**src/rtl/assert_macros.svh**
```systemverilog
// assertion macros used by the top-level unit of the alu block
// no dependencies; included by files that hold concurrent checks
`ifndef ASSERT_MACROS_SVH
`define ASSERT_MACROS_SVH

// property must hold at every clock edge outside reset
`define ASSERT_ALWAYS(label, clk, rst, prop) \
   label: assert property (@(posedge clk) disable iff (rst) (prop)) \
      else $error("assertion failed: property violated");

// consequent must hold in the cycle after the antecedent
`define ASSERT_NEXT(label, clk, rst, ante, cons) \
   label: assert property (@(posedge clk) disable iff (rst) (ante) |=> (cons)) \
      else $error("assertion failed: next-cycle property violated");

`endif

```
**src/rtl/rvalu_pkg.sv**
```systemverilog
// types and constants of the rv32i alu and branch compare pipeline
// no dependencies; used by every module of the block
package rvalu_pkg;

   localparam int XLEN = 32;
   localparam int IMM_SEXT_BITS = 20;
   localparam logic [XLEN-1:0] LINK_STEP = 32'd4;

   typedef enum logic [4:0] {
      OP_LUI   = 5'd0,
      OP_AUIPC = 5'd1,
      OP_BEQ   = 5'd2,
      OP_BGE   = 5'd3,
      OP_BGEU  = 5'd4,
      OP_BLT   = 5'd5,
      OP_BLTU  = 5'd6,
      OP_BNE   = 5'd7,
      OP_ADD   = 5'd8,
      OP_SUB   = 5'd9,
      OP_AND   = 5'd10,
      OP_OR    = 5'd11,
      OP_XOR   = 5'd12,
      OP_SLL   = 5'd13,
      OP_SRL   = 5'd14,
      OP_SRA   = 5'd15,
      OP_SLT   = 5'd16,
      OP_SLTU  = 5'd17,
      OP_ADDI  = 5'd18,
      OP_ANDI  = 5'd19,
      OP_ORI   = 5'd20,
      OP_XORI  = 5'd21,
      OP_SLLI  = 5'd22,
      OP_SRLI  = 5'd23,
      OP_SRAI  = 5'd24,
      OP_SLTI  = 5'd25,
      OP_SLTIU = 5'd26,
      OP_LINK  = 5'd27
   } opcode_type;

   typedef enum logic [3:0] {
      FN_ADD,
      FN_SUB,
      FN_AND,
      FN_OR,
      FN_XOR,
      FN_SLL,
      FN_SRL,
      FN_SRA,
      FN_SLT,
      FN_SLTU,
      FN_EQ,
      FN_NE,
      FN_GE,
      FN_GEU,
      FN_PASS
   } fn_type;

   // word leaving the decode stage
   typedef struct packed {
      fn_type          fn;
      logic [XLEN-1:0] op1;
      logic [XLEN-1:0] op2;
   } dec_word_type;

   // word leaving the execute stage: every unit's result, picked later
   typedef struct packed {
      fn_type          fn;
      logic [XLEN-1:0] sum;
      logic [XLEN-1:0] diff;
      logic [XLEN-1:0] logic_val;
      logic [XLEN-1:0] shift_val;
      logic            lt;
      logic            ltu;
      logic            eq;
   } exe_word_type;

endpackage

```
**src/rtl/rvalu_decode.sv**
```systemverilog
// stage 1: opcode decode and operand selection
// depends on rvalu_pkg
module rvalu_decode (
   input  logic                       clock,
   input  logic                       reset,
   input  logic                       in_valid,
   output logic                       in_ready,
   input  logic [4:0]                 in_opcode,
   input  logic [rvalu_pkg::XLEN-1:0] in_operand_a,
   input  logic [rvalu_pkg::XLEN-1:0] in_operand_b,
   input  logic [rvalu_pkg::XLEN-1:0] in_immediate,
   input  logic [rvalu_pkg::XLEN-1:0] in_pc_value,
   output logic                       out_valid,
   input  logic                       out_ready,
   output rvalu_pkg::dec_word_type    out_word
);

   logic                    valid_ff;
   logic                    valid_in;
   rvalu_pkg::dec_word_type word_ff;
   rvalu_pkg::dec_word_type word_in;
   logic [rvalu_pkg::XLEN-1:0] imm_sext;

   assign in_ready  = !valid_ff || out_ready;
   assign out_valid = valid_ff;
   assign out_word  = word_ff;

   assign imm_sext = {{rvalu_pkg::IMM_SEXT_BITS{in_immediate[11]}}, in_immediate[11:0]};

   always_comb begin
      valid_in    = in_ready ? in_valid : valid_ff;
      word_in.op1 = in_operand_a;
      word_in.op2 = in_immediate;
      case (in_opcode)
         rvalu_pkg::OP_LUI: begin
            word_in.fn = rvalu_pkg::FN_PASS;
         end
         rvalu_pkg::OP_AUIPC: begin
            word_in.fn  = rvalu_pkg::FN_ADD;
            word_in.op1 = in_pc_value;
         end
         rvalu_pkg::OP_BEQ: begin
            word_in.fn  = rvalu_pkg::FN_EQ;
            word_in.op2 = in_operand_b;
         end
         rvalu_pkg::OP_BGE: begin
            word_in.fn  = rvalu_pkg::FN_GE;
            word_in.op2 = in_operand_b;
         end
         rvalu_pkg::OP_BGEU: begin
            word_in.fn  = rvalu_pkg::FN_GEU;
            word_in.op2 = in_operand_b;
         end
         rvalu_pkg::OP_BLT, rvalu_pkg::OP_SLT: begin
            word_in.fn  = rvalu_pkg::FN_SLT;
            word_in.op2 = in_operand_b;
         end
         rvalu_pkg::OP_BLTU, rvalu_pkg::OP_SLTU: begin
            word_in.fn  = rvalu_pkg::FN_SLTU;
            word_in.op2 = in_operand_b;
         end
         rvalu_pkg::OP_BNE: begin
            word_in.fn  = rvalu_pkg::FN_NE;
            word_in.op2 = in_operand_b;
         end
         rvalu_pkg::OP_ADD: begin
            word_in.fn  = rvalu_pkg::FN_ADD;
            word_in.op2 = in_operand_b;
         end
         rvalu_pkg::OP_SUB: begin
            word_in.fn  = rvalu_pkg::FN_SUB;
            word_in.op2 = in_operand_b;
         end
         rvalu_pkg::OP_AND: begin
            word_in.fn  = rvalu_pkg::FN_AND;
            word_in.op2 = in_operand_b;
         end
         rvalu_pkg::OP_OR: begin
            word_in.fn  = rvalu_pkg::FN_OR;
            word_in.op2 = in_operand_b;
         end
         rvalu_pkg::OP_XOR: begin
            word_in.fn  = rvalu_pkg::FN_XOR;
            word_in.op2 = in_operand_b;
         end
         rvalu_pkg::OP_SLL: begin
            word_in.fn  = rvalu_pkg::FN_SLL;
            word_in.op2 = in_operand_b;
         end
         rvalu_pkg::OP_SRL: begin
            word_in.fn  = rvalu_pkg::FN_SRL;
            word_in.op2 = in_operand_b;
         end
         rvalu_pkg::OP_SRA: begin
            word_in.fn  = rvalu_pkg::FN_SRA;
            word_in.op2 = in_operand_b;
         end
         rvalu_pkg::OP_ADDI: begin
            // only this form uses the sign-extended low 12 bits
            word_in.fn  = rvalu_pkg::FN_ADD;
            word_in.op2 = imm_sext;
         end
         rvalu_pkg::OP_ANDI:  word_in.fn = rvalu_pkg::FN_AND;
         rvalu_pkg::OP_ORI:   word_in.fn = rvalu_pkg::FN_OR;
         rvalu_pkg::OP_XORI:  word_in.fn = rvalu_pkg::FN_XOR;
         rvalu_pkg::OP_SLLI:  word_in.fn = rvalu_pkg::FN_SLL;
         rvalu_pkg::OP_SRLI:  word_in.fn = rvalu_pkg::FN_SRL;
         rvalu_pkg::OP_SRAI:  word_in.fn = rvalu_pkg::FN_SRA;
         rvalu_pkg::OP_SLTI:  word_in.fn = rvalu_pkg::FN_SLT;
         rvalu_pkg::OP_SLTIU: word_in.fn = rvalu_pkg::FN_SLTU;
         default: begin
            // link and unused codes give pc + 4
            word_in.fn  = rvalu_pkg::FN_ADD;
            word_in.op1 = in_pc_value;
            word_in.op2 = rvalu_pkg::LINK_STEP;
         end
      endcase
   end

   always_ff @(posedge clock) begin
      if (reset) begin
         valid_ff <= 1'b0;
      end else begin
         valid_ff <= valid_in;
      end
   end

   always_ff @(posedge clock) begin
      if (in_valid && in_ready) begin
         word_ff <= word_in;
      end
   end

endmodule

```
**src/rtl/rvalu_execute.sv**
```systemverilog
// stage 2: adder, subtractor and compares, logic unit and barrel shifter
// depends on rvalu_pkg
module rvalu_execute (
   input  logic                    clock,
   input  logic                    reset,
   input  logic                    in_valid,
   output logic                    in_ready,
   input  rvalu_pkg::dec_word_type in_word,
   output logic                    out_valid,
   input  logic                    out_ready,
   output rvalu_pkg::exe_word_type out_word
);

   logic                    valid_ff;
   logic                    valid_in;
   rvalu_pkg::exe_word_type word_ff;
   rvalu_pkg::exe_word_type word_in;
   logic [4:0]              shamt;

   assign in_ready  = !valid_ff || out_ready;
   assign out_valid = valid_ff;
   assign out_word  = word_ff;

   assign shamt = in_word.op2[4:0];

   always_comb begin
      valid_in     = in_ready ? in_valid : valid_ff;
      word_in.fn   = in_word.fn;
      word_in.sum  = in_word.op1 + in_word.op2;
      word_in.diff = in_word.op1 - in_word.op2;
      word_in.lt   = $signed(in_word.op1) < $signed(in_word.op2);
      word_in.ltu  = in_word.op1 < in_word.op2;
      word_in.eq   = in_word.op1 == in_word.op2;

      case (in_word.fn)
         rvalu_pkg::FN_AND:  word_in.logic_val = in_word.op1 & in_word.op2;
         rvalu_pkg::FN_OR:   word_in.logic_val = in_word.op1 | in_word.op2;
         rvalu_pkg::FN_XOR:  word_in.logic_val = in_word.op1 ^ in_word.op2;
         default:            word_in.logic_val = in_word.op2;
      endcase

      case (in_word.fn)
         rvalu_pkg::FN_SLL: word_in.shift_val = in_word.op1 << shamt;
         rvalu_pkg::FN_SRA: word_in.shift_val = $unsigned($signed(in_word.op1) >>> shamt);
         default:           word_in.shift_val = in_word.op1 >> shamt;
      endcase
   end

   always_ff @(posedge clock) begin
      if (reset) begin
         valid_ff <= 1'b0;
      end else begin
         valid_ff <= valid_in;
      end
   end

   always_ff @(posedge clock) begin
      if (in_valid && in_ready) begin
         word_ff <= word_in;
      end
   end

endmodule

```
**src/rtl/rvalu_writeback.sv**
```systemverilog
// stage 3: result select into the output register
// depends on rvalu_pkg
module rvalu_writeback (
   input  logic                       clock,
   input  logic                       reset,
   input  logic                       in_valid,
   output logic                       in_ready,
   input  rvalu_pkg::exe_word_type    in_word,
   output logic                       out_valid,
   input  logic                       out_ready,
   output logic [rvalu_pkg::XLEN-1:0] out_result
);

   logic                       valid_ff;
   logic                       valid_in;
   logic [rvalu_pkg::XLEN-1:0] result_ff;
   logic [rvalu_pkg::XLEN-1:0] result_in;
   logic                       flag;

   assign in_ready   = !valid_ff || out_ready;
   assign out_valid  = valid_ff;
   assign out_result = result_ff;

   always_comb begin
      valid_in = in_ready ? in_valid : valid_ff;
      flag     = 1'b0;
      case (in_word.fn)
         rvalu_pkg::FN_SLT:  flag = in_word.lt;
         rvalu_pkg::FN_SLTU: flag = in_word.ltu;
         rvalu_pkg::FN_EQ:   flag = in_word.eq;
         rvalu_pkg::FN_NE:   flag = !in_word.eq;
         rvalu_pkg::FN_GE:   flag = !in_word.lt;
         rvalu_pkg::FN_GEU:  flag = !in_word.ltu;
         default:            flag = 1'b0;
      endcase

      case (in_word.fn)
         rvalu_pkg::FN_ADD: result_in = in_word.sum;
         rvalu_pkg::FN_SUB: result_in = in_word.diff;
         rvalu_pkg::FN_AND, rvalu_pkg::FN_OR, rvalu_pkg::FN_XOR, rvalu_pkg::FN_PASS: begin
            result_in = in_word.logic_val;
         end
         rvalu_pkg::FN_SLL, rvalu_pkg::FN_SRL, rvalu_pkg::FN_SRA: begin
            result_in = in_word.shift_val;
         end
         default: result_in = {{(rvalu_pkg::XLEN-1){1'b0}}, flag};
      endcase
   end

   always_ff @(posedge clock) begin
      if (reset) begin
         valid_ff <= 1'b0;
      end else begin
         valid_ff <= valid_in;
      end
   end

   always_ff @(posedge clock) begin
      if (in_valid && in_ready) begin
         result_ff <= result_in;
      end
   end

endmodule

```
**src/rtl/rv32i_alu_and_branch_compare_unit.sv**
```systemverilog
// rv32i integer alu and branch compare unit: three-stage pipeline
// request channel req_*, result channel rsp_*, one result word per request word
//
// a request word carries opcode, operand_a, operand_b, immediate and pc_value
// and is taken on a cycle where req_valid and req_ready are both high. the
// unit returns one 32-bit rsp_result per word: alu value, branch-taken flag
// (0 or 1), lui immediate, auipc sum or link address pc + 4.
// stages: decode and operand select, execute (adder, compares, logic,
// shifter), result select into the output register.
// a word accepted into the decode register moves on through the execute register
// to the output register, three register stages in all.
// throughput: one word per cycle while rsp_ready is high; each stage holds one
// word, refills in the cycle it hands it on, so up to three words are in flight.
// reset (synchronous, active high) clears every stage's valid bit; the
// unit takes a word in the first cycle after reset.
// when the receiver holds rsp_ready low, rsp_result stays put and the stall
// backs up stage by stage; req_ready falls only once all three are full.
// depends on rvalu_pkg, the decode, execute and writeback stages and assert_macros.svh
`include "assert_macros.svh"

module rv32i_alu_and_branch_compare_unit (
   input  logic        clock,
   input  logic        reset,
   input  logic        req_valid,
   output logic        req_ready,
   input  logic [4:0]  req_opcode,
   input  logic [31:0] req_operand_a,
   input  logic [31:0] req_operand_b,
   input  logic [31:0] req_immediate,
   input  logic [31:0] req_pc_value,
   output logic        rsp_valid,
   input  logic        rsp_ready,
   output logic [31:0] rsp_result
);

   logic                    dec_valid;
   logic                    exe_ready;
   rvalu_pkg::dec_word_type dec_word;
   logic                    exe_valid;
   logic                    wb_ready;
   rvalu_pkg::exe_word_type exe_word;

   rvalu_decode u_decode (
      .clock        (clock),
      .reset        (reset),
      .in_valid     (req_valid),
      .in_ready     (req_ready),
      .in_opcode    (req_opcode),
      .in_operand_a (req_operand_a),
      .in_operand_b (req_operand_b),
      .in_immediate (req_immediate),
      .in_pc_value  (req_pc_value),
      .out_valid    (dec_valid),
      .out_ready    (exe_ready),
      .out_word     (dec_word)
   );

   rvalu_execute u_execute (
      .clock     (clock),
      .reset     (reset),
      .in_valid  (dec_valid),
      .in_ready  (exe_ready),
      .in_word   (dec_word),
      .out_valid (exe_valid),
      .out_ready (wb_ready),
      .out_word  (exe_word)
   );

   rvalu_writeback u_writeback (
      .clock      (clock),
      .reset      (reset),
      .in_valid   (exe_valid),
      .in_ready   (wb_ready),
      .in_word    (exe_word),
      .out_valid  (rsp_valid),
      .out_ready  (rsp_ready),
      .out_result (rsp_result)
   );

   // an accepted word always lands in the decode stage
   `ASSERT_NEXT(a_accept_lands, clock, reset, req_valid && req_ready, dec_valid)
   // a stalled output register blocks the stage feeding it
   `ASSERT_ALWAYS(a_wb_backpressure, clock, reset, !(rsp_valid && !rsp_ready) || !wb_ready)
   // a decoded word that cannot move on is still there next cycle
   `ASSERT_NEXT(a_dec_holds, clock, reset, dec_valid && !exe_ready, dec_valid)
   // input side stalls only when every stage holds a word
   `ASSERT_ALWAYS(a_full_before_stall, clock, reset,
      req_ready || (dec_valid && exe_valid && rsp_valid))

endmodule
```
**config.mk**
```make
export PLATFORM = sky130hd
export DESIGN_NAME = rv32i_alu_and_branch_compare_unit
export DESIGN_NICKNAME = d
export VERILOG_FILES = /design/src/rtl/rvalu_pkg.sv /design/src/rtl/rvalu_decode.sv /design/src/rtl/rvalu_execute.sv /design/src/rtl/rvalu_writeback.sv /design/src/rtl/rv32i_alu_and_branch_compare_unit.sv
export VERILOG_INCLUDE_DIRS = /design/src /design/src/rtl
export SDC_FILE = /design/constraint.sdc
export NUM_CORES = 1
export LEC_CHECK = 0
export BUFFER_PORTS_ARGS = -buffer_cell sky130_fd_sc_hd__buf_4
export CORE_ASPECT_RATIO = 0.75
export CORE_MARGIN = 1
export CORE_UTILIZATION = 50
export CTS_CLUSTER_SIZE = 10
export DETAILED_ROUTE_END_ITERATION = 6
export PLACE_DENSITY = 0.75
export SLEW_MARGIN = 0
export SYNTH_ARGS = -nofsm -noshare
export SYNTH_HDL_FRONTEND = slang
export SYNTH_HIERARCHICAL = 1
export SYNTH_SLANG_ARGS = --single-unit
```
**constraint.sdc**
```tcl
create_clock -name clock -period 4.1 [get_ports clock]
set_input_delay 0.205 -clock clock [delete_from_list [all_inputs] [get_ports clock]]
set_output_delay 0.205 -clock clock [all_outputs]
set_load 0.03 [all_outputs]
```
# Yosys cells after proc, flatten, opt, wreduce, memory -nomap -nowiden
# Index checks and enable logic that the tools add are counted.
[op_classes]
eq_ne = 46
bitwise_logic = 3
mux = 7
n_lt_le_gt_ge = 2
shifts = 3
n_addsub = 2
n_reduce_logical = 27
[ops]
columns = ["cell", "n"]
rows = [
  ["case mux 32 bit (3 select lines)", 2],
  ["case mux 32 bit (4 select lines)", 1],
  ["less-than comparator 32 bit", 2],
  ["case mux 32 bit (2 select lines)", 1],
  ["case mux 4 bit (14 select lines)", 1],
  ["equality test 5 bit, second input constant", 11],
  ["equality test 5 x 4 -> 1 bit, second input constant", 8],
  ["adder 32 bit", 1],
  ["AND 32 bit", 1],
  ["equality test 32 bit", 1],
  ["two-way mux 32 bit", 1],
  ["OR 32 bit", 1],
  ["<< shifter 32 x 5 -> 32 bit", 1],
  ["right shift 32 x 5 -> 32 bit", 1],
  [">>> shifter 32 x 5 -> 32 bit", 1],
  ["subtractor 32 bit", 1],
  ["XOR 32 bit", 1],
  ["equality test 4 x 3 -> 1 bit, second input constant", 7],
  ["equality test 4 bit, second input constant", 7],
  ["OR reduction 26 bit", 1],
  ["equality test 5 x 3 -> 1 bit, second input constant", 4],
  ["equality test 4 x 2 -> 1 bit, second input constant", 4],
  ["OR reduction 16 bit", 1],
  ["OR reduction 2 bit", 6],
  ["12 further kinds", 24],
]
[word_totals]
ff_bits = 238
wordCells = 105
output_inout_bits = 34
in_bits = 137

# Logic depth before layout (Yosys ltp)
# Gate-level depths: netlist of the first run.
[depth]
depth_word = 5
mapped_depth = 14
mapped_depth_nobuf = 11

# Hierarchy
# Netlist of the first run, hierarchy kept.
[by_module_without_submodules]
columns = ["module", "instances", "cells_per_inst", "area_each_um2", "seq_area_each_um2"]
rows = [
  ["rvalu_execute", 1, 1438, 12998.7, 4043.9],
  ["rvalu_decode", 1, 200, 3195.6, 2062.0],
  ["rvalu_writeback", 1, 200, 2092.0, 980.9],
]

# Least setup slack after synthesis of the first run
# Ideal clock, no wire load.
[synth_path]
kind = "register to register"
startpoint = "register u_writeback.valid_ff, in the netlist u_writeback/out_valid"
endpoint = "register u_execute.word_ff (netlist bit u_execute/out_word[0]), enable pin"
n_path_buf = 0
t_required_ps = 3591
arrival_ps = 3736
path_slack_ps = -145
path_stages_with_launch = 4
setup_ps = 509
period_less_slack_ps = 4245
cell_sequence = "dfxtp_1 > nand2b_1 > nand2b_1 > and2_1"
[synth_via]
elab_chain_len = 4
[synth_lines]
columns = ["element", "line", "rtl"]
rows = [
  ["start: declaration", "rvalu_writeback.sv:14", "logic valid_ff;"],
  ["start signal: assignment", "rvalu_writeback.sv:54", "valid_ff <= valid_in;"],
  ["logical NOT 1 bit", "rvalu_writeback.sv:20", "assign in_ready = !valid_ff || out_ready;"],
  ["logical OR 1 bit", "rvalu_writeback.sv:20", ""],
  ["named net wb_ready", "rv32i_alu_and_branch_compare_unit.sv:40", "logic wb_ready;"],
  ["logical OR 1 bit", "rvalu_execute.sv:20", "assign in_ready = !valid_ff || out_ready;"],
  ["named net exe_ready", "rv32i_alu_and_branch_compare_unit.sv:37", "logic exe_ready;"],
  ["logical AND 1 bit", "rvalu_execute.sv:58", "if (in_valid && in_ready) begin"],
  ["end signal: assignment", "rvalu_execute.sv:59", "word_ff <= word_in;"],
  ["end: declaration", "rvalu_execute.sv:16", "rvalu_pkg::exe_word_type word_ff;"],
]
# The timed path passes the listed nets, and every way through them passes these cells.
# A chain may end at the register's enable or synchronous reset.

==> flow_results.xml, run 1 <==
<?xml version="1.0" encoding="UTF-8"?>
<metrics>
  <group name="run_status">
    <metric name="outcome" unit="">finished, final reports clean</metric>
  </group>
  <group name="pwr">
    <metric name="irDropWorstVdd" unit="mV">0.2927</metric>
    <metric name="total_leakage_power" unit="nW">8.689</metric>
    <metric name="power_per_cell_area" unit="nW/um2">380.7</metric>
  </group>
  <group name="route">
    <metric name="num_vias" unit="">16400</metric>
    <metric name="wl_cell" unit="um">26.17</metric>
    <metric name="ant_nets" unit="">0</metric>
    <metric name="drt_iter0_drc" unit="">2191</metric>
    <metric name="drt_drc_violations_left" unit="">0</metric>
    <metric name="routed_via_density" unit="">6.456</metric>
    <metric name="drt_first_pass_iters" unit="">6</metric>
    <metric name="routed_wirelength" unit="um">66470</metric>
  </group>
  <group name="floorplan">
    <metric name="placement_rows" unit="">60</metric>
    <metric name="core_area" unit="um2">35960</metric>
    <metric name="dieHeight" unit="um">167.6</metric>
    <metric name="initial_utilization" unit="%">50.85</metric>
    <metric name="number_of_top_level_pins" unit="">171</metric>
    <metric name="die-width" unit="um">222.8</metric>
    <metric name="total_die_area" unit="um2">37350</metric>
  </group>
  <group name="synth">
    <metric name="ys.warnings.count" unit="">6</metric>
    <metric name="synth.cell_area" unit="um2">18290</metric>
    <metric name="synth_top_cell_area_share" unit="%">38.43</metric>
    <metric name="synthDistinctLibCells" unit="">95</metric>
    <metric name="synth_seq_cells" unit="">237</metric>
    <metric name="post_synth_arst_share" unit="%">0</metric>
    <metric name="synthMostInstantiatedCell" unit="">sky130_fd_sc_hd__edfxtp_1</metric>
    <metric name="synth_area_leaders" unit="">sky130_fd_sc_hd__edfxtp_1 (38%), sky130_fd_sc_hd__ha_1 (6.8%), sky130_fd_sc_hd__mux4_2 (4.9%)</metric>
    <metric name="synth_sequential_area_ratio" unit="%">38.75</metric>
    <metric name="mean_instance_size_in_the_synthesized_netlist" unit="um2">9.949</metric>
    <metric name="synthCells" unit="">1838</metric>
    <metric name="synth-edff-count" unit="">234</metric>
    <metric name="synth_top_flop_cell" unit="">sky130_fd_sc_hd__edfxtp_1</metric>
    <metric name="netlist_top_cells_count" unit="">sky130_fd_sc_hd__edfxtp_1 (234), sky130_fd_sc_hd__nor2_1 (173), sky130_fd_sc_hd__nand2_1 (133), sky130_fd_sc_hd__inv_1 (132), sky130_fd_sc_hd__a21oi_1 (126)</metric>
    <metric name="yosys.area.top_type" unit="">sky130_fd_sc_hd__edfxtp_1</metric>
    <metric name="synth_nets" unit="">2076</metric>
  </group>
  <group name="placed_design">
    <metric name="io_buffers" unit="">170</metric>
    <metric name="routabilityCongestion" unit="">0.9732</metric>
    <metric name="detailedPlacementHpwl" unit="um">48470</metric>
  </group>
  <group name="worst_setup_path">
    <metric name="crit_type" unit="">flop to flop</metric>
    <metric name="timing.critical_path.fanout_max" unit="">9</metric>
    <metric name="slowest_delay" unit="ns">0.61</metric>
    <metric name="start_kind" unit="">flop</metric>
    <metric name="cp_slowest_cell" unit="">sky130_fd_sc_hd__a221oi_1</metric>
    <metric name="critPathBufInv" unit="">0</metric>
    <metric name="worst_path_dominant_cell_family" unit="">compound AO/OA/AOI/OAI gates</metric>
    <metric name="timing.critical_path.arrival" unit="ns">3.99</metric>
    <metric name="path_cells" unit="">ha_1 -&gt; fa_1 -&gt; or2_1 -&gt; a221oi_1 -&gt; nor4_1 -&gt; o21a_1 -&gt; o21ai_2 -&gt; o21ai_1 -&gt; o31ai_1 -&gt; o21ai_0</metric>
    <metric name="end_kind" unit="">flop</metric>
    <metric name="timing.critical_path.required" unit="ns">4.39</metric>
  </group>
  <group name="cells_and_area">
    <metric name="layout-drive-gt1-share" unit="%">19.34</metric>
    <metric name="final_nets" unit="">2293</metric>
    <metric name="final_util" unit="%">60.61</metric>
    <metric name="syn_to_final_growth" unit="%">19.18</metric>
  </group>
  <group name="clock_network">
    <metric name="htree_num_levels" unit="">1</metric>
    <metric name="cts_made_buffers" unit="">29</metric>
    <metric name="clock-sinks" unit="">237</metric>
    <metric name="max-clock-path-buffers" unit="">3</metric>
    <metric name="root_buffer" unit="">sky130_fd_sc_hd__clkbuf_16</metric>
    <metric name="post_cts.resized_instances" unit="">0</metric>
    <metric name="cts_tree" unit="">built</metric>
    <metric name="worstSkewPairLatency" unit="ns">0.58</metric>
    <metric name="clkSlewWorstSetupHoldPaths" unit="ns">0.06</metric>
  </group>
  <group name="timing">
    <metric name="max_transition_margin" unit="%">21.32</metric>
    <metric name="worst_hold_slack" unit="ns">0.01059</metric>
    <metric name="tightest_slew" unit="ns">1.178</metric>
    <metric name="setup_repair_after_global_routing_missed_its_margin" unit="">no</metric>
    <metric name="post-route-period-util" unit="%">90.11</metric>
    <metric name="setup_violations" unit="">0</metric>
    <metric name="max_freq" unit="GHz">0.2707</metric>
    <metric name="report.final.slew_viol_count" unit="">0</metric>
    <metric name="tns" unit="ns">0</metric>
    <metric name="period_needed" unit="ns">3.695</metric>
    <metric name="finalClockSkew" unit="ns">0.02035</metric>
    <metric name="hold_viol_final" unit="">0</metric>
  </group>
  <group name="flow_run">
    <metric name="max_capacitance_violation_count" unit="">0</metric>
  </group>
  <group name="min_path">
    <metric name="hold_class" unit="">primary input to flop</metric>
  </group>
  <group name="grt">
    <metric name="largest_net_degree_at_the_start_of_global_routing" unit="">81</metric>
    <metric name="wire_length_of_the_first_global_routing_pass" unit="um">97020</metric>
    <metric name="first_global_vias" unit="">15230</metric>
    <metric name="grt_usage" unit="%">34.89</metric>
    <metric name="globalRoute.totalOverflow" unit="">0</metric>
    <metric name="antenna_found_initial" unit="">7</metric>
  </group>
</metrics>
==> worst paths after layout <==
path	from	endpoint	depth (start not counted)	slack [ns]
worst max-delay path	u_decode/out_word[0]	u_execute/out_word[2]	10	0.41
worst min-delay path	req_immediate[2]	u_decode/out_word[2]	2	0.01
worst max register to register	u_decode/out_word[0]	u_execute/out_word[2]	10	0.41
worst min register to register	u_decode/out_valid	u_execute/out_valid	2	0.47
==> stage by stage <==
stage	worst slack, ns	area (um2)	instances	power, mW
global placement	0.6012	19920	2389	5.664
floorplan	0.4390	18290	1838	4.817
detailed placement	0.5586	19920	2389	5.691
global route	0.2128	21790	2538	8.590
CTS	0.5463	21790	2538	8.216
finish	0.4055	21790	2540	8.296
==> placed cells by master (no fill, tap or decap), types with 48 or more instances in the layout <==
master	count
sky130_fd_sc_hd__mux2i_1	75
sky130_fd_sc_hd__xnor2_1	48
sky130_fd_sc_hd__o21ai_0	92
sky130_fd_sc_hd__a221o_1	63
sky130_fd_sc_hd__nor2_1	173
sky130_fd_sc_hd__dlygate4sd3_1	100
sky130_fd_sc_hd__edfxtp_1	234
sky130_fd_sc_hd__nand2_1	133
sky130_fd_sc_hd__a21oi_1	125
sky130_fd_sc_hd__ha_1	99
sky130_fd_sc_hd__mux2_2	48
sky130_fd_sc_hd__buf_4	228
sky130_fd_sc_hd__inv_1	132
==> logic make-up (layout without fill, tap and decap cells) <==
| group | after synthesis | in the layout | synth area share [%] |
|---|---|---|---|
| DFF | 237 | 237 | 38.75 |
| AOI/OAI and AO/OA | 539 | 539 | 20.48 |
| muxes | 173 | 173 | 12.81 |
| xor gates and xnor gates | 58 | 58 | 2.778 |
| adders and majority gates | 101 | 101 | 6.993 |
| other | 0 | 2 | 0 |
| buffers and inverters | 279 | 514 | 6.781 |
| and+or+nand+nor | 451 | 451 | 11.41 |
==> sequential cells by signal, summed over array words and instances, names as in the netlist <==
register                count
u_writeback/out_valid       1
u_writeback/out_result     32
u_decode/out_word          68
u_execute/out_valid         1
u_execute/out_word        134
u_decode/out_valid          1
==> per-layer routing <==
metal  global-route usage [%]  share of wire, %  vias up
met5                        0             0.020        -
met4                    8.726               2.5        2
met3                    13.34                14      128
met2                    48.37                41     1018
met1                    50.53                43     7985
li1                         -                 -     7266
==> power by group <==
part	leakage, nW	internal, mW	total (mW)	switching [mW]
logic	6.01	1.09	2.72	1.63
registers	2.26	2.97	3.13	0.157
clock network	0.415	1.42	2.44	1.02
==> layout make-up <==
| type | instances | area (um2) |
|---|---|---|
| fill | 3005 | 14170 |
| multi-input combinational | 1322 | 9996 |
| sequential | 237 | 7087 |
| timing repair buffer | 330 | 2753 |
| clock buffer | 43 | 778.2 |
| tap | 465 | 581.8 |
| inverter | 135 | 506.7 |
| clock inverter | 6 | 86.33 |
| antenna | 2 | 5.005 |
==> worst reg2reg max path: cells and delay by family (launching register included) <==
family | cells | cell delay, ns
fa+ha+maj | 2 | 0.72
compound gates | 6 | 1.74
simple gates | 2 | 0.43
flops | 1 | 0.53
==> what timing repair did <==
item                                   4_1_cts  5_1_grt
endpoints found under the hold margin       52        0
setup buffers                                0        0
hold buffers                               100        0
No activity file was read; power rests on OpenSTA's default activity.
==> run 2, diff against run 1 <==
Settings changed: HOLD_SLACK_MARGIN set to 0.02, PLACE_DENSITY 0.75 to 0.72.
Clock period 4.1 ns to 4.2 ns, I/O delays scaled along.
==> run 2 against run 1 <==
Against the previous run:
- flip-flop and latch count stayed put
- cell area is 0.90% higher
- clock skew is 0.0041 ns higher
- final cell count is 0.55% higher
- non-clock buffer count is 16 higher
- combinational power is 1% lower
- sequential share of layout area is 0.29 points lower
- setup slack better by 0.19 ns
- routed wire length is 3.7% higher
- critical path type unchanged
- largest cell class unchanged
- largest power group unchanged
==> flow_results.xml, run 2 (synthesized netlist as in run 1, its figures left out) <==
<?xml version="1.0" encoding="UTF-8"?>
<metrics>
  <group name="timing">
    <metric name="max_freq" unit="GHz">0.2772</metric>
    <metric name="period_needed" unit="ns">3.607</metric>
    <metric name="post-route-period-util" unit="%">85.89</metric>
    <metric name="tns" unit="ns">0</metric>
    <metric name="hold_viol_final" unit="">0</metric>
    <metric name="max_transition_margin" unit="%">13.43</metric>
    <metric name="setup_repair_after_global_routing_missed_its_margin" unit="">no</metric>
    <metric name="tightest_slew" unit="ns">1.296</metric>
    <metric name="finalClockSkew" unit="ns">0.02443</metric>
    <metric name="setup_violations" unit="">0</metric>
    <metric name="report.final.slew_viol_count" unit="">0</metric>
  </group>
  <group name="worst_setup_path">
    <metric name="end_kind" unit="">flop</metric>
    <metric name="timing.rr.start" unit="">u_decode/out_word[32]</metric>
    <metric name="setup.reg_to_reg.worst_slack" unit="ns">0.59</metric>
    <metric name="crit_type" unit="">flop to flop</metric>
    <metric name="timing.critical_path.required" unit="ns">4.51</metric>
    <metric name="start_kind" unit="">flop</metric>
    <metric name="timing.critical_path.arrival" unit="ns">3.92</metric>
    <metric name="r2r_end" unit="">u_execute/out_word[2]</metric>
    <metric name="r2r_cells" unit="">12</metric>
    <metric name="timing.critical_path.fanout_max" unit="">5</metric>
  </group>
  <group name="placed_design">
    <metric name="io_buffers" unit="">170</metric>
    <metric name="dp.cells" unit="">2388</metric>
    <metric name="detailedPlacementHpwl" unit="um">49400</metric>
    <metric name="routabilityCongestion" unit="">1.010</metric>
  </group>
  <group name="route">
    <metric name="wl_cell" unit="um">26.98</metric>
    <metric name="drt_drc_violations_left" unit="">0</metric>
    <metric name="ant_nets" unit="">0</metric>
    <metric name="routed_wirelength" unit="um">68920</metric>
    <metric name="num_vias" unit="">16630</metric>
    <metric name="drt_first_pass_iters" unit="">6</metric>
    <metric name="drt_iter0_drc" unit="">2093</metric>
    <metric name="routed_via_density" unit="">6.509</metric>
  </group>
  <group name="clock_network">
    <metric name="htree_num_levels" unit="">1</metric>
    <metric name="max-clock-path-buffers" unit="">3</metric>
    <metric name="ctsHoldBuffers" unit="">115</metric>
    <metric name="clkSlewWorstSetupHoldPaths" unit="ns">0.06</metric>
    <metric name="cts_tree" unit="">built</metric>
    <metric name="cts_made_buffers" unit="">29</metric>
    <metric name="post_cts.resized_instances" unit="">0</metric>
    <metric name="worstSkewPairLatency" unit="ns">0.61</metric>
    <metric name="clock-sinks" unit="">237</metric>
    <metric name="root_buffer" unit="">sky130_fd_sc_hd__clkbuf_16</metric>
    <metric name="post_cts_buffers" unit="">0</metric>
  </group>
  <group name="floorplan">
    <metric name="total_die_area" unit="um2">37350</metric>
    <metric name="core_area" unit="um2">35960</metric>
    <metric name="die-width" unit="um">222.8</metric>
    <metric name="placement_rows" unit="">60</metric>
    <metric name="initial_utilization" unit="%">50.85</metric>
    <metric name="dieHeight" unit="um">167.6</metric>
    <metric name="number_of_top_level_pins" unit="">171</metric>
  </group>
  <group name="run_status">
    <metric name="outcome" unit="">finished, final reports clean</metric>
  </group>
  <group name="pwr">
    <metric name="cellInternalPower" unit="mW">5.385</metric>
    <metric name="power_frac_seq" unit="%">37.2</metric>
    <metric name="total_leakage_power" unit="nW">8.775</metric>
    <metric name="power_switching_share" unit="%">33.99</metric>
    <metric name="pwr-share-comb" unit="%">32.9</metric>
    <metric name="clkPwrFrac" unit="%">29.9</metric>
    <metric name="irDropWorstVdd" unit="mV">0.3071</metric>
    <metric name="power_per_cell_area" unit="nW/um2">371.0</metric>
    <metric name="total_switching_power" unit="mW">2.773</metric>
  </group>
  <group name="cells_and_area">
    <metric name="layout.cells.most_common" unit="">sky130_fd_sc_hd__edfxtp_1</metric>
    <metric name="syn_to_final_growth" unit="%">20.25</metric>
    <metric name="seqCellArea" unit="um2">7087</metric>
    <metric name="largest_reg_flops" unit="">134</metric>
    <metric name="layout.filler_cells" unit="">2997</metric>
    <metric name="multiInputGateArea" unit="um2">10000</metric>
    <metric name="non_filler_cells_final" unit="">2554</metric>
    <metric name="layout_common_cells" unit="">sky130_fd_sc_hd__edfxtp_1 (234), sky130_fd_sc_hd__buf_4 (226), sky130_fd_sc_hd__nor2_1 (173)</metric>
    <metric name="layout-drive-gt1-share" unit="%">19.30</metric>
    <metric name="final_nets" unit="">2309</metric>
  </group>
  <group name="flow_run">
    <metric name="max_capacitance_violation_count" unit="">0</metric>
  </group>
  <group name="grt">
    <metric name="globalRoute.totalOverflow" unit="">0</metric>
    <metric name="antenna_found_initial" unit="">2</metric>
    <metric name="wire_length_of_the_first_global_routing_pass" unit="um">101100</metric>
    <metric name="first_global_vias" unit="">15700</metric>
    <metric name="grt_usage" unit="%">36.38</metric>
    <metric name="largest_net_degree_at_the_start_of_global_routing" unit="">96</metric>
  </group>
  <group name="min_path">
    <metric name="hold_class" unit="">primary input to flop</metric>
    <metric name="hold_start" unit="">req_opcode[3]</metric>
    <metric name="worst_hold_stages" unit="">2</metric>
    <metric name="hold-path-endpoint" unit="">u_decode/out_word[65]</metric>
  </group>
</metrics>
## run 2: layout make-up
| type | instances | area share, % |
|---|---|---|
| Timing Repair Buffer | 346 | 13.32 |
| Inverter | 135 | 2.305 |
| Clock inverter | 6 | 0.4495 |
| Clock buffer | 42 | 3.568 |
| Tap cell | 465 | 2.646 |
| Multi-Input combinational cell | 1322 | 45.48 |
| Sequential cell | 237 | 32.23 |
| Antenna cell | 1 | 0.01138 |
## run 2: layer usage
layer | wire [um] | global-route usage (%) | vias to the layer above | part of all wire [%]
met5 | 0 | 0 | - | 0
met4 | 1541 | 8.546 | 0 | 2.2
met3 | 8554 | 10.19 | 95 | 12
met2 | 29020 | 52.53 | 1049 | 42
met1 | 29800 | 53.54 | 8170 | 43
li1 | - | - | 7311 | -
## run 2: metrics by stage
step / area [um2] / util (%) / hold slack [ns] / worst slack (ns) / power (mW)
finish: 21990 / 61.15 / 0.05418 / 0.5927 / 8.158
global placement: 19930 / 55.43 / 0.3893 / 0.8270 / 5.533
detailed placement: 19930 / 55.43 / 0.3922 / 0.7736 / 5.547
global route: 21990 / 61.14 / 0.03525 / 0.5994 / 8.427
CTS: 21970 / 61.09 / 0.02400 / 0.7613 / 8.079
floorplan: 18290 / - / 0.2791 / 0.5390 / 4.702
## run 2: power by group through the flow
stage | clock (mW) | sequential, mW | combinational (mW)
final | 2.44 | 3.03 | 2.68
after global routing | 2.54 | 3.05 | 2.84
after CTS | 2.46 | 3.03 | 2.59
after detailed placement | 0 | 3.08 | 2.47
after global placement | 0 | 3.07 | 2.47
after floorplan | 0 | 3.05 | 1.65
## run 2: worst max-delay path by stage
| stage | slack [ns] | endpoint | cells past startpoint | start |
|---|---|---|---|---|
| after detailed placement | 0.77 | u_execute/out_word[2] | 12 | u_decode/out_word[32] |
| after global placement | 0.83 | u_execute/out_word[118] | 10 | u_decode/out_word[1] |
| after CTS | 0.76 | u_execute/out_word[2] | 12 | u_decode/out_word[32] |
| after global routing | 0.60 | u_execute/out_word[33] | 10 | u_decode/out_word[0] |
| final | 0.59 | u_execute/out_word[2] | 12 | u_decode/out_word[32] |
| after floorplan | 0.54 | u_execute/out_word[115] | 14 | u_decode/out_word[2] |
## run 2: worst max-delay path: stages (launching register included)
cell and delay, ns:
sky130_fd_sc_hd__edfxtp_1 0.41, sky130_fd_sc_hd__inv_1 0.10, sky130_fd_sc_hd__ha_1 0.22, sky130_fd_sc_hd__fa_1 0.45, sky130_fd_sc_hd__or2_1 0.27, sky130_fd_sc_hd__a221oi_1 0.38, sky130_fd_sc_hd__buf_4 0.19, sky130_fd_sc_hd__nor4_1 0.07
sky130_fd_sc_hd__o21a_1 0.27, sky130_fd_sc_hd__o21ai_2 0.23, sky130_fd_sc_hd__o21ai_1 0.17, sky130_fd_sc_hd__o31ai_1 0.39, sky130_fd_sc_hd__o21ai_0 0.17
==> run 3, diff against run 2 <==
Clock period 4.2 ns to 4.1 ns, I/O delays scaled along.
==> run 3 against run 2 <==
Against the previous run:
- the flow now finishes with violations (design-rule violations)
- global-route usage fell by 1.2 points
- cell area is 0.28% higher
- die area did not move
- clock skew fell by 0.0043 ns
- via count rose by 0.14%
- critical path depth decreased by 1
- setup slack improved by 0.022 ns
- largest cell class unchanged
- total power up 3.0%
- sequential power up 3%
- worst hold slack lost 0.012 ns
- clock-buffer cell count is the same
- sequential share of layout area is 0.091 points lower
==> flow_results.xml, run 3 (synthesized netlist as in run 1, its figures left out) <==
<?xml version="1.0" encoding="UTF-8"?>
<metrics>
  <group name="pwr">
    <metric name="power_per_cell_area" unit="nW/um2">380.9</metric>
    <metric name="total_switching_power" unit="mW">2.829</metric>
    <metric name="cellInternalPower" unit="mW">5.570</metric>
    <metric name="power_switching_share" unit="%">33.68</metric>
    <metric name="pwr-share-comb" unit="%">32.7</metric>
    <metric name="irDropWorstVdd" unit="mV">0.2685</metric>
    <metric name="power_frac_seq" unit="%">37.1</metric>
    <metric name="total_leakage_power" unit="nW">8.811</metric>
    <metric name="clkPwrFrac" unit="%">30.3</metric>
    <metric name="fin_total_pwr" unit="mW">8.399</metric>
  </group>
  <group name="route">
    <metric name="routed_via_density" unit="">6.490</metric>
    <metric name="drt_first_pass_iters" unit="">7</metric>
    <metric name="num_vias" unit="">16650</metric>
    <metric name="ant_nets" unit="">0</metric>
    <metric name="drt_iter0_drc" unit="">2311</metric>
    <metric name="drt_drc_violations_left" unit="">1</metric>
    <metric name="routed_wirelength" unit="um">66580</metric>
    <metric name="wl_cell" unit="um">25.96</metric>
  </group>
  <group name="clock_network">
    <metric name="root_buffer" unit="">sky130_fd_sc_hd__clkbuf_16</metric>
    <metric name="post_cts_buffers" unit="">0</metric>
    <metric name="clkSlewWorstSetupHoldPaths" unit="ns">0.06</metric>
    <metric name="ctsHoldBuffers" unit="">117</metric>
    <metric name="htree_num_levels" unit="">1</metric>
    <metric name="cts_tree" unit="">built</metric>
    <metric name="post_cts.resized_instances" unit="">0</metric>
    <metric name="max-clock-path-buffers" unit="">3</metric>
    <metric name="clock-sinks" unit="">237</metric>
    <metric name="cts_made_buffers" unit="">29</metric>
    <metric name="worstSkewPairLatency" unit="ns">0.60</metric>
  </group>
  <group name="worst_setup_path">
    <metric name="crit_type" unit="">flop to flop</metric>
    <metric name="critPathBufInv" unit="">1</metric>
    <metric name="setup.reg_to_reg.worst_slack" unit="ns">0.62</metric>
    <metric name="end_kind" unit="">flop</metric>
    <metric name="timing.critical_path.arrival" unit="ns">3.80</metric>
    <metric name="timing.critical_path.fanout_max" unit="">5</metric>
    <metric name="start_kind" unit="">flop</metric>
    <metric name="slowest_delay" unit="ns">0.50</metric>
    <metric name="path_cells" unit="">inv_1 -&gt; ha_1 -&gt; fa_1 -&gt; or2_1 -&gt; a221oi_1 -&gt; nor4_1 -&gt; o21a_1 -&gt; o21ai_2 -&gt; o21ai_1 -&gt; o31ai_1 -&gt; o21ai_0</metric>
    <metric name="cp_slowest_cell" unit="">sky130_fd_sc_hd__a221oi_1</metric>
    <metric name="worst_path_dominant_cell_family" unit="">compound AO/OA/AOI/OAI gates</metric>
    <metric name="timing.critical_path.required" unit="ns">4.41</metric>
  </group>
  <group name="timing">
    <metric name="report.final.slew_viol_count" unit="">0</metric>
    <metric name="setup_violations" unit="">0</metric>
    <metric name="final_critical_path_setup_slack" unit="ns">0.6150</metric>
    <metric name="finalClockSkew" unit="ns">0.02011</metric>
    <metric name="tns" unit="ns">0</metric>
    <metric name="tightest_slew" unit="ns">1.117</metric>
    <metric name="max_freq" unit="GHz">0.2869</metric>
    <metric name="period_needed" unit="ns">3.485</metric>
    <metric name="setup_repair_after_global_routing_missed_its_margin" unit="">no</metric>
    <metric name="post-route-period-util" unit="%">85.00</metric>
    <metric name="max_transition_margin" unit="%">25.31</metric>
    <metric name="hold_viol_final" unit="">0</metric>
  </group>
  <group name="floorplan">
    <metric name="total_die_area" unit="um2">37350</metric>
    <metric name="number_of_top_level_pins" unit="">171</metric>
    <metric name="die-width" unit="um">222.8</metric>
    <metric name="initial_utilization" unit="%">50.85</metric>
    <metric name="dieHeight" unit="um">167.6</metric>
    <metric name="placement_rows" unit="">60</metric>
    <metric name="core_area" unit="um2">35960</metric>
  </group>
  <group name="grt">
    <metric name="globalRoute.totalOverflow" unit="">0</metric>
    <metric name="largest_net_degree_at_the_start_of_global_routing" unit="">96</metric>
    <metric name="grt_usage" unit="%">35.20</metric>
    <metric name="antenna_found_initial" unit="">4</metric>
    <metric name="wire_length_of_the_first_global_routing_pass" unit="um">98650</metric>
    <metric name="first_global_vias" unit="">15420</metric>
  </group>
  <group name="cells_and_area">
    <metric name="final_nets" unit="">2316</metric>
    <metric name="largest_reg_flops" unit="">134</metric>
    <metric name="syn_to_final_growth" unit="%">20.59</metric>
    <metric name="layout-drive-gt1-share" unit="%">19.50</metric>
    <metric name="layout_common_cells" unit="">sky130_fd_sc_hd__buf_4 (234), sky130_fd_sc_hd__edfxtp_1 (234), sky130_fd_sc_hd__nor2_1 (173)</metric>
  </group>
  <group name="flow_run">
    <metric name="max_capacitance_violation_count" unit="">0</metric>
  </group>
  <group name="placed_design">
    <metric name="io_buffers" unit="">170</metric>
    <metric name="routabilityCongestion" unit="">1.009</metric>
    <metric name="pre_cts_slack" unit="ns">0.7225</metric>
    <metric name="detailedPlacementHpwl" unit="um">48350</metric>
  </group>
  <group name="run_status">
    <metric name="violations" unit="">design-rule violations</metric>
    <metric name="outcome" unit="">finished, violations left</metric>
  </group>
  <group name="min_path">
    <metric name="hold_class" unit="">primary input to flop</metric>
  </group>
</metrics>
==> run 3: stage by stage <==
step / util (%) / instances / instance area, um2 / hold slack [ns]
floorplan: - / 1838 / 18290 / 0.2741
global placement: 55.53 / 2395 / 19970 / 0.3855
detailed placement: 55.53 / 2395 / 19970 / 0.3902
CTS: 61.30 / 2562 / 22040 / 0.02305
global route: 61.30 / 2562 / 22040 / 0.02874
finish: 61.32 / 2565 / 22050 / 0.04232
==> run 3: final cells by class <==
cell class | instances | area [um2]
multi-input cells | 1322 | 9997
repair buffers | 353 | 2968
clock buffers | 42 | 774.5
flip-flops and latches | 237 | 7087
clock inverters | 8 | 128.9
fillers | 2910 | 13910
well taps | 465 | 581.8
inverters | 135 | 506.7
diodes | 3 | 7.507
==> run 3: metal layers <==
| layer | vias up | GRT usage, % | routed length [um] |
|---|---|---|---|
| li1 | 7316 | - | - |
| met1 | 7997 | 52.81 | 28190 |
| met2 | 1216 | 49.74 | 27350 |
| met3 | 119 | 9.633 | 9298 |
| met4 | 0 | 8.576 | 1744 |
| met5 | - | 0 | 0 |
==> run 3: worst paths after layout <==
path | from | endpoint | cells past startpoint
worst max-delay path | u_decode/out_word[32] | u_execute/out_word[2] | 11
worst min register to register | u_execute/out_valid | u_writeback/out_valid | 2
worst min-delay path | req_opcode[3] | u_decode/out_word[64] | 2
worst max register to register | u_decode/out_word[32] | u_execute/out_word[2] | 11
==> run 3: worst reg2reg max path, delay by kind of cell, from the launching register on <==
| family | cells | cell delay, ns |
|---|---|---|
| AOI/OAI and AO/OA | 6 | 1.62 |
| adders and majority gates | 2 | 0.65 |
| and+or+nand+nor | 2 | 0.42 |
| DFF | 1 | 0.41 |
| buffers and inverters | 1 | 0.11 |
==> run 3: power groups by stage <==
| stage | Clock (mW) | Combinational [mW] | Sequential, mW |
|---|---|---|---|
| floorplan | 0 | 1.69 | 3.12 |
| global placement | 0 | 2.51 | 3.15 |
| detailed placement | 0 | 2.52 | 3.16 |
| CTS | 2.56 | 2.65 | 3.11 |
| global route | 2.64 | 2.90 | 3.13 |
| finish | 2.54 | 2.74 | 3.11 |
